### src/hdl/psrh_pkg.sv
// Shared types and constants for the stepper rate controller with homing.
package psrh_pkg;

    // Configuration register indexes.
    localparam int CFG_ADDR_W = 3;
    localparam int CFG_DATA_W = 16;

    typedef enum logic [CFG_ADDR_W-1:0] {
        REG_GAIN_P      = 3'd0,
        REG_GAIN_I      = 3'd1,
        REG_GAIN_D      = 3'd2,
        REG_RATE_LIMIT  = 3'd3,
        REG_HOME_WINDOW = 3'd4,
        REG_HOMING_RATE = 3'd5,
        REG_DEAD_BAND   = 3'd6
    } cfg_idx_t;

    // Register reset values.
    localparam logic [15:0] GAIN_P_RST      = 16'd256;
    localparam logic [15:0] GAIN_I_RST      = 16'd0;
    localparam logic [15:0] GAIN_D_RST      = 16'd0;
    localparam logic [15:0] RATE_LIMIT_RST  = 16'd5000;
    localparam logic [11:0] HOME_WINDOW_RST = 12'd56;
    localparam logic [15:0] HOMING_RATE_RST = 16'd5000;
    localparam logic [7:0]  DEAD_BAND_RST   = 8'd1;

    // Stream payload widths.
    localparam int IN_DATA_W  = 32;
    localparam int OUT_DATA_W = 24;

    // Datapath widths.
    localparam int ERR_W  = 17;     // position error
    localparam int DIFF_W = 18;     // error difference
    localparam int SUM_W  = 15;     // integral accumulator
    localparam int ACC_W  = 36;     // weighted sum of the three terms
    localparam int DRV_W  = 17;     // clamped drive

    // Angle to count scale: 4096 counts per 2*pi radians, so a Q4.12 angle
    // times 163/1024 gives encoder counts.
    localparam logic signed [24:0] ANGLE_MUL  = 25'sd163;
    localparam logic signed [24:0] ANGLE_RND  = 25'sd1023;
    localparam logic signed [17:0] SUM_LIMIT  = 18'sd10000;
    localparam logic signed [ACC_W-1:0] DIV_RND = 36'sd255;

    // Per-item control flags that follow the data down the pipeline.
    typedef struct packed {
        logic run;      // the controller ran for this item
        logic homing;   // the result is a homing command
    } item_flags_t;

endpackage

### src/hdl/pid_stepper_rate_with_homing_unit.sv
// Top level: single-axis stepper rate controller with homing and a clamped PID.
//
// Usage. Each input beat on the s_ side carries one control tick: a target
// angle (signed Q4.12 radians) and the measured encoder position in counts.
// Every tick gives exactly one result beat on the m_ side: the step direction,
// the step rate magnitude and, in m_tuser, a flag that marks a homing command.
// Gains and limits are written through the cfg_ port, one register per beat;
// cfg_ready is always high, and writes are meant to happen while the block
// holds no tick in flight. Indexes beyond the register list are ignored.
//
// Timing. The datapath is a six-stage pipeline: input register, angle scaling
// and homing decision, error/integral update, the three gain multipliers,
// the sum of the products, and the divide, clamp and output register. One beat
// per cycle is sustained while the receiver keeps m_tready high. Each stage
// has its own valid bit and loads whenever it is empty or its content moves on,
// so empty stages keep taking beats while a finished result waits on m_tready;
// s_tready only drops once every stage is full and the receiver stalls.
//
// Reset. rst_n clears all valid bits, the homing state and the controller
// state, and loads the register defaults. The first ticks after reset drive
// toward home until the position is inside the home window.
module pid_stepper_rate_with_homing_unit (
    input  logic                                   clk,
    input  logic                                   rst_n,
    // Input stream.
    input  logic                                   s_tvalid,
    output logic                                   s_tready,
    input  logic [psrh_pkg::IN_DATA_W-1:0]         s_tdata,   // [15:0] target_angle,
                                                              // [31:16] measured_pos
    // Result stream.
    output logic                                   m_tvalid,
    input  logic                                   m_tready,
    output logic [psrh_pkg::OUT_DATA_W-1:0]        m_tdata,   // [0] step_dir,
                                                              // [16:1] step_rate, rest zero
    output logic                                   m_tuser,   // [0] homing
    // Configuration write channel.
    input  logic                                   cfg_valid,
    output logic                                   cfg_ready,
    input  logic [psrh_pkg::CFG_ADDR_W-1:0]        cfg_addr,
    input  logic [psrh_pkg::CFG_DATA_W-1:0]        cfg_data
);
    import psrh_pkg::*;

    // ------------------------------------------------------------------
    // Configuration registers
    // ------------------------------------------------------------------
    logic [15:0] gain_p_reg;
    logic [15:0] gain_i_reg;
    logic [15:0] gain_d_reg;
    logic [15:0] rate_limit_reg;
    logic [11:0] home_window_reg;
    logic [15:0] homing_rate_reg;
    logic [7:0]  dead_band_reg;

    assign cfg_ready = 1'b1;

    always_ff @(posedge clk or negedge rst_n)
    begin
        if (!rst_n)
        begin
            gain_p_reg      <= GAIN_P_RST;
            gain_i_reg      <= GAIN_I_RST;
            gain_d_reg      <= GAIN_D_RST;
            rate_limit_reg  <= RATE_LIMIT_RST;
            home_window_reg <= HOME_WINDOW_RST;
            homing_rate_reg <= HOMING_RATE_RST;
            dead_band_reg   <= DEAD_BAND_RST;
        end
        else if (cfg_valid && cfg_ready)
        begin
            case (cfg_addr)
                REG_GAIN_P:      gain_p_reg      <= cfg_data;
                REG_GAIN_I:      gain_i_reg      <= cfg_data;
                REG_GAIN_D:      gain_d_reg      <= cfg_data;
                REG_RATE_LIMIT:  rate_limit_reg  <= cfg_data;
                REG_HOME_WINDOW: home_window_reg <= cfg_data[11:0];
                REG_HOMING_RATE: homing_rate_reg <= cfg_data;
                REG_DEAD_BAND:   dead_band_reg   <= cfg_data[7:0];
                default:         ;
            endcase
        end
    end

    // ------------------------------------------------------------------
    // Pipeline handshake: each stage loads when empty or when it drains.
    // ------------------------------------------------------------------
    logic s1_valid_reg, s2_valid_reg, s3_valid_reg, s4_valid_reg, s5_valid_reg;
    logic out_valid_reg;
    logic load1, load2, load3, load4, load5, load6;

    assign load6 = !out_valid_reg || m_tready;
    assign load5 = !s5_valid_reg  || load6;
    assign load4 = !s4_valid_reg  || load5;
    assign load3 = !s3_valid_reg  || load4;
    assign load2 = !s2_valid_reg  || load3;
    assign load1 = !s1_valid_reg  || load2;

    assign s_tready = load1;
    assign m_tvalid = out_valid_reg;

    always_ff @(posedge clk or negedge rst_n)
    begin
        if (!rst_n)
        begin
            s1_valid_reg  <= 1'b0;
            s2_valid_reg  <= 1'b0;
            s3_valid_reg  <= 1'b0;
            s4_valid_reg  <= 1'b0;
            s5_valid_reg  <= 1'b0;
            out_valid_reg <= 1'b0;
        end
        else
        begin
            if (load1) s1_valid_reg  <= s_tvalid;
            if (load2) s2_valid_reg  <= s1_valid_reg;
            if (load3) s3_valid_reg  <= s2_valid_reg;
            if (load4) s4_valid_reg  <= s3_valid_reg;
            if (load5) s5_valid_reg  <= s4_valid_reg;
            if (load6) out_valid_reg <= s5_valid_reg;
        end
    end

    // ------------------------------------------------------------------
    // Stage 1: input register.
    // ------------------------------------------------------------------
    logic signed [15:0] s1_angle_reg;
    logic signed [15:0] s1_pos_reg;

    always_ff @(posedge clk)
    begin
        if (load1 && s_tvalid)
        begin
            s1_angle_reg <= s_tdata[15:0];
            s1_pos_reg   <= s_tdata[31:16];
        end
    end

    // ------------------------------------------------------------------
    // Stage 2: angle to counts, position error and the homing decision.
    // The homing flag is the only state updated here.
    // ------------------------------------------------------------------
    logic                    home_done_reg;
    logic                    home_done_next;
    logic signed [24:0]      angle_prod;
    logic signed [24:0]      angle_adj;
    logic signed [ERR_W-1:0] err_next;
    logic [16:0]             pos_mag;
    item_flags_t             s2_flags_next;
    logic signed [ERR_W-1:0] s2_err_reg;
    item_flags_t             s2_flags_reg;

    always_comb
    begin
        // Scale by 163/1024, truncating toward zero.
        angle_prod = $signed({{9{s1_angle_reg[15]}}, s1_angle_reg}) * ANGLE_MUL;
        angle_adj  = angle_prod + (angle_prod[24] ? ANGLE_RND : 25'sd0);
        err_next   = $signed({{2{angle_adj[24]}}, angle_adj[24:10]})
                   - $signed({s1_pos_reg[15], s1_pos_reg});

        pos_mag = s1_pos_reg[15] ? 17'(-$signed({s1_pos_reg[15], s1_pos_reg}))
                                 : {1'b0, s1_pos_reg};

        // The controller runs from the tick after homing completes.
        s2_flags_next.run    = home_done_reg;
        s2_flags_next.homing = !home_done_reg && (pos_mag > {5'd0, home_window_reg});
        home_done_next       = home_done_reg || !s2_flags_next.homing;
    end

    always_ff @(posedge clk or negedge rst_n)
    begin
        if (!rst_n)
        begin
            home_done_reg <= 1'b0;
        end
        else if (load2 && s1_valid_reg)
        begin
            home_done_reg <= home_done_next;
        end
    end

    always_ff @(posedge clk)
    begin
        if (load2 && s1_valid_reg)
        begin
            s2_err_reg   <= err_next;
            s2_flags_reg <= s2_flags_next;
        end
    end

    // ------------------------------------------------------------------
    // Stage 3: derivative, dead band and clamped integral.
    // ------------------------------------------------------------------
    logic signed [ERR_W-1:0]  last_error_reg;
    logic signed [SUM_W-1:0]  error_sum_reg;
    logic signed [DIFF_W-1:0] diff_next;
    logic [ERR_W-1:0]         err_mag;
    logic signed [ERR_W-1:0]  err_db;
    logic signed [17:0]       sum_raw;
    logic signed [SUM_W-1:0]  sum_next;
    logic signed [ERR_W-1:0]  s3_err_reg;
    logic signed [DIFF_W-1:0] s3_diff_reg;
    logic signed [SUM_W-1:0]  s3_sum_reg;
    item_flags_t              s3_flags_reg;

    always_comb
    begin
        diff_next = $signed({s2_err_reg[ERR_W-1], s2_err_reg})
                  - $signed({last_error_reg[ERR_W-1], last_error_reg});
        err_mag   = s2_err_reg[ERR_W-1] ? ERR_W'(-s2_err_reg) : s2_err_reg;
        err_db    = (err_mag < {9'd0, dead_band_reg}) ? '0 : s2_err_reg;
        sum_raw   = $signed({{3{error_sum_reg[SUM_W-1]}}, error_sum_reg})
                  + $signed({err_db[ERR_W-1], err_db});
        if (sum_raw > SUM_LIMIT)
            sum_next = SUM_W'(SUM_LIMIT);
        else if (sum_raw < -SUM_LIMIT)
            sum_next = SUM_W'(-SUM_LIMIT);
        else
            sum_next = sum_raw[SUM_W-1:0];
    end

    always_ff @(posedge clk or negedge rst_n)
    begin
        if (!rst_n)
        begin
            last_error_reg <= '0;
            error_sum_reg  <= '0;
        end
        else if (load3 && s2_valid_reg && s2_flags_reg.run)
        begin
            last_error_reg <= s2_err_reg;
            error_sum_reg  <= sum_next;
        end
    end

    always_ff @(posedge clk)
    begin
        if (load3 && s2_valid_reg)
        begin
            s3_err_reg   <= err_db;
            s3_diff_reg  <= diff_next;
            s3_sum_reg   <= sum_next;
            s3_flags_reg <= s2_flags_reg;
        end
    end

    // ------------------------------------------------------------------
    // Stage 4: the three gain products.
    // ------------------------------------------------------------------
    logic signed [ACC_W-1:0] s4_prod_p_reg;
    logic signed [ACC_W-1:0] s4_prod_i_reg;
    logic signed [ACC_W-1:0] s4_prod_d_reg;
    item_flags_t             s4_flags_reg;

    always_ff @(posedge clk)
    begin
        if (load4 && s3_valid_reg)
        begin
            s4_prod_p_reg <= $signed({20'd0, gain_p_reg})
                           * $signed({{19{s3_err_reg[ERR_W-1]}}, s3_err_reg});
            s4_prod_i_reg <= $signed({20'd0, gain_i_reg})
                           * $signed({{21{s3_sum_reg[SUM_W-1]}}, s3_sum_reg});
            s4_prod_d_reg <= $signed({20'd0, gain_d_reg})
                           * $signed({{18{s3_diff_reg[DIFF_W-1]}}, s3_diff_reg});
            s4_flags_reg  <= s3_flags_reg;
        end
    end

    // ------------------------------------------------------------------
    // Stage 5: weighted sum; the derivative term is subtracted.
    // ------------------------------------------------------------------
    logic signed [ACC_W-1:0] s5_acc_reg;
    item_flags_t             s5_flags_reg;

    always_ff @(posedge clk)
    begin
        if (load5 && s4_valid_reg)
        begin
            s5_acc_reg   <= s4_prod_p_reg - s4_prod_d_reg + s4_prod_i_reg;
            s5_flags_reg <= s4_flags_reg;
        end
    end

    // ------------------------------------------------------------------
    // Stage 6: divide by 256 toward zero, clamp, sign and magnitude.
    // ------------------------------------------------------------------
    logic signed [ACC_W-1:0] acc_adj;
    logic signed [27:0]      quot;
    logic signed [27:0]      lim_wide;
    logic signed [DRV_W-1:0] drive;
    logic                    dir_next;
    logic [15:0]             rate_next;
    logic                    out_dir_reg;
    logic [15:0]             out_rate_reg;
    logic                    out_homing_reg;

    always_comb
    begin
        acc_adj  = s5_acc_reg + (s5_acc_reg[ACC_W-1] ? DIV_RND : '0);
        quot     = acc_adj[ACC_W-1:8];
        lim_wide = $signed({12'd0, rate_limit_reg});
        if (quot > lim_wide)
            drive = $signed({1'b0, rate_limit_reg});
        else if (quot < -lim_wide)
            drive = DRV_W'(-lim_wide);
        else
            drive = quot[DRV_W-1:0];

        if (s5_flags_reg.homing)
        begin
            dir_next  = 1'b1;
            rate_next = homing_rate_reg;
        end
        else if (!s5_flags_reg.run)
        begin
            // Homing just finished: the drive is still at its reset value.
            dir_next  = 1'b1;
            rate_next = '0;
        end
        else
        begin
            dir_next  = !(drive > 0);
            rate_next = drive[DRV_W-1] ? 16'(-drive) : drive[15:0];
        end
    end

    always_ff @(posedge clk)
    begin
        if (load6 && s5_valid_reg)
        begin
            out_dir_reg    <= dir_next;
            out_rate_reg   <= rate_next;
            out_homing_reg <= s5_flags_reg.homing;
        end
    end

    assign m_tdata = {7'd0, out_rate_reg, out_dir_reg};
    assign m_tuser = out_homing_reg;

    // ------------------------------------------------------------------
    // Assertions
    // ------------------------------------------------------------------
    // Homing completes once and never restarts without a reset.
    a_home_sticky: assert property (@(posedge clk) disable iff (!rst_n)
        home_done_reg |=> home_done_reg)
        else $error("homing state cleared after completion");

    // An item marked to run the controller was admitted after homing finished.
    a_run_after_home: assert property (@(posedge clk) disable iff (!rst_n)
        (s2_valid_reg && s2_flags_reg.run) |-> home_done_reg)
        else $error("controller item in flight before homing completed");

    // The integral stays inside its clamp.
    a_sum_bound: assert property (@(posedge clk) disable iff (!rst_n)
        (error_sum_reg <= SUM_W'(SUM_LIMIT)) && (error_sum_reg >= SUM_W'(-SUM_LIMIT)))
        else $error("integral outside its limit");

endmodule

### config.mk
export PLATFORM = sky130hd
export DESIGN_NAME = pid_stepper_rate_with_homing_unit
export DESIGN_NICKNAME = d
export VERILOG_FILES = /design/src/hdl/psrh_pkg.sv /design/src/hdl/pid_stepper_rate_with_homing_unit.sv
export SDC_FILE = /design/constraint.sdc
export NUM_CORES = 2
export LEC_CHECK = 0
export ABC_AREA = 0
export CAP_MARGIN = 15
export CORE_ASPECT_RATIO = 0.9
export CORE_MARGIN = 5
export CORE_UTILIZATION = 40
export CTS_CLUSTER_DIAMETER = 80
export DETAILED_ROUTE_END_ITERATION = 8
export DONT_BUFFER_PORTS = 1
export HOLD_SLACK_MARGIN = 0.06
export MAX_ROUTING_LAYER = met4
export PLACE_DENSITY_LB_ADDON = 0.08
export SLEW_MARGIN = 20
export SYNTH_ARGS = -nofsm -noshare
export SYNTH_HDL_FRONTEND = slang
export SYNTH_SLANG_ARGS = --single-unit
### constraint.sdc
create_clock -name clk -period 9.96 [get_ports clk]
set_input_delay 0.498 -clock clk [delete_from_list [all_inputs] [get_ports clk]]
set_output_delay 0.498 -clock clk [all_outputs]
set_load 0.01 [all_outputs]
==> impl_metrics.tcl <==
set metrics [dict create \
    utilization_pct 43.5 \
    clock-sinks 401 \
    ys_ff_latch 401 \
    initial_utilization_pct 40.2 \
    finalSetupViolations 0 \
    ys.flop_type "edfxtp_1" \
    drt-pass1-iter-count 5 \
    dieArea_um2 141000 \
    grt_overflow 0 \
    finalHoldViolCount 0 \
    dr_total_vias 37500 \
    clk_latency_ns 0.60 \
    syn_inst 5540 \
    hold_path_startpoint "cfg_data[3]" \
    route.detailed.drc 0 \
    crit_path_frequent_cell "inv_1" \
    avgSynthCellArea_um2 9.65 \
    multi_input_comb_area_um2 37400 \
    finalSetupTns_ns 0 \
    reg2reg_from "s1_angle_reg[14]$_DFFE_PP_" \
    die-height_um 357 \
    worst_ep_arrival_time_ns 9.48 \
    cp_slowest_cell "fa_1" \
    synth_area_um2 53400 \
    crit_end "s2_err_reg[14]$_DFFE_PP_" \
    required_ns 10.38 \
    core_um2 133000 \
    cp_num_cells 41 \
    routed_wire_length_per_instance_um 20.6 \
    path_clk_slew_ns 0.06 \
    hold_path_class "input pin to flop" \
    synth_top_cell_by_area "fa_1" \
    yosysWarnings 0 \
    cp_top_family "compound AO/OA/AOI/OAI gates" \
    final_nets 6917 \
    cts_buffers 48 \
    cts_setup_buffers 0 \
    yosysSeqAreaShare_pct 21.3 \
    regArea_um2 11400 \
    rows 127 \
    reg2reg_depth 41 \
    drt_iter0_drc 2087 \
    cts_tree "yes" \
    portBuffers 0 \
    fin_cells 7335 \
    place_inst 7189 \
    grt_usage_pct 22.3 \
    period_share_pct 91.0 \
    synth_edf_count 262 \
    synth_cell_types 91 \
    fillers 13100 \
    die_x_um 395 \
    rsz0062_at_grt "no" \
    fmax_mhz 110 \
    status "finished clean" \
    routed_wirelength_um 151000 \
    gp_congestion 0.872 \
    reg2reg_to "s2_err_reg[14]$_DFFE_PP_" \
    path_max_fanout 9 \
    pin_count 84 \
    max_slew_margin_pct 20.9 \
    htreeDepth 2 \
    cap_violations 0 \
    critPathKind "flop to flop" \
    hpwl_um 118000 \
    grt_pass1_wl_um 234000 \
    grt_max_degree 140 \
    end_kind "flop" \
    max_stage_delay_ns 0.53 \
    drtAntennaViolNets 0 \
    post_drt_via_cell_ratio 5.11 \
    root_buffer "clkbuf_16" \
    finClkSkew_ns 0.0238 \
    r2r_setup_slack_ns 0.90 \
    cp.buffers_inverters 8 \
    syn_to_final_growth_pct 8.20 \
    clockBufferDepth 3 \
    finalCriticalPeriod_ns 9.06 \
    crit_start "s1_angle_reg[14]$_DFFE_PP_" \
    final_layout_size_suffix_gt1_share_pct 5.57 \
    largest_register_ffs 36 \
    yosysTopAreaCellShare_pct 27.9 \
    cp-start-kind "flop" \
    grt_pass1_vias 38500 \
    antenna_found_initial 26 \
    synth_area_leaders "fa_1 (28%), edfxtp_1 (15%), ha_1 (13%)" \
    worst_pin_slew_ns 1.18 \
    synth-async-reset-ratio_pct 34.7 \
    slew_violations 0 \
]
## placed cells by master (no fill, tap or decap), types with 31 or more instances in the layout
master,Yosys,layout
o21ai_0,150,150
nand2b_1,64,64
a21o_1,62,62
nor2_1,185,185
nand2_1,633,633
dfrtp_1,124,124
xnor2_1,185,185
and2_1,343,341
and3_1,31,31
nand4_1,31,31
fa_1,745,745
buf_4,9,62
dlygate4sd3_1,0,48
ha_1,567,567
nor2b_1,55,54
mux2_2,101,101
nand3_1,61,61
a21oi_1,169,169
o21a_1,32,32
nor3_1,68,66
edfxtp_1,262,262
xor2_1,60,60
inv_1,1097,1097
clkbuf_16,0,50
## synth_stat cells (61+ instances only)
cell         n
a21o_1      62
a21oi_1    169
and2_1     343
clkbuf_1   143
dfrtp_1    124
edfxtp_1   262
fa_1       745
ha_1       567
inv_1     1097
mux2_2     101
nand2_1    633
nand2b_1    64
nand3_1     61
nor2_1     185
nor3_1      68
o21ai_0    150
xnor2_1    185
## worst reg2reg max path: cells and delay by family, from the launching register on
family,cells,cell delay [ns]
AO/OA/AOI/OAI,17,3.39
adder cells (fa/ha/maj),8,2.83
AND/OR/NAND/NOR,6,0.93
buffers and inverters,8,0.72
XOR/XNOR,2,0.55
flip-flops,1,0.46
## layout make-up
class / instances / share of cell area, %
clock buffer: 60 / 2.28
tap: 1741 / 3.77
inverter: 1098 / 7.13
antenna: 7 / 0.0303
multi-input combinational: 3887 / 64.7
timing repair buffer: 113 / 1.75
clock inverter: 28 / 0.721
sequential: 401 / 19.7
## logic make-up (layout without fill, tap and decap cells)
family	count (synthesis)	count (layout)	synth area share [%]
AND/OR/NAND/NOR	1587	1587	14.7
buffers and inverters	1258	1299	8.92
flip-flops	401	401	21.3
other	2	15	0.0141
adder cells (fa/ha/maj)	1312	1312	41.2
XOR/XNOR	245	245	4.02
multiplexers	115	115	2.39
AO/OA/AOI/OAI	620	620	7.48
## how the worst min path moves through the flow
stage	cells after the start	slack [ns]	endpoint
6_report	3	0.22	home_window_reg[3]$_DFFE_PN1P_
5_1_grt	2	0.23	homing_rate_reg[3]$_DFFE_PN1P_
4_1_cts	3	0.17	home_window_reg[3]$_DFFE_PN1P_
3_5_place_dp	0	0.24	gain_d_reg[5]$_DFFE_PN0P_
3_3_place_gp	0	0.24	gain_d_reg[5]$_DFFE_PN0P_
2_1_floorplan	0	0.20	dead_band_reg[1]$_DFFE_PN0P_
## per-layer routing
layer	vias up	global-route usage, %	routed length [um]
met5	-	-	0
met4	0	5.01	3810
met3	143	3.41	8170
met2	788	34.9	68200
met1	18900	30.9	71200
li1	17700	-	-
## per-stage QoR
step / setup slack, ns / instance area, um^2 / hold WS (ns)
3_3_place_gp: 0.902 / 55500 / 0.237
4_1_cts: 0.653 / 57800 / 0.168
6_report: 0.898 / 57800 / 0.219
2_1_floorplan: 1.47 / 53500 / 0.202
3_5_place_dp: 0.724 / 55500 / 0.237
5_1_grt: 0.0526 / 57800 / 0.227
## repair_timing
action / in CTS / in global routing
hold endpoints to repair: 272 / 0
endpoints found under the setup margin: 0 / 2
gates resized for setup: 0 / 1
hold buffers: 51 / 0
Power is not shown: default switching activity piles up to over one toggle a cycle in this logic, so the estimate is an artifact.
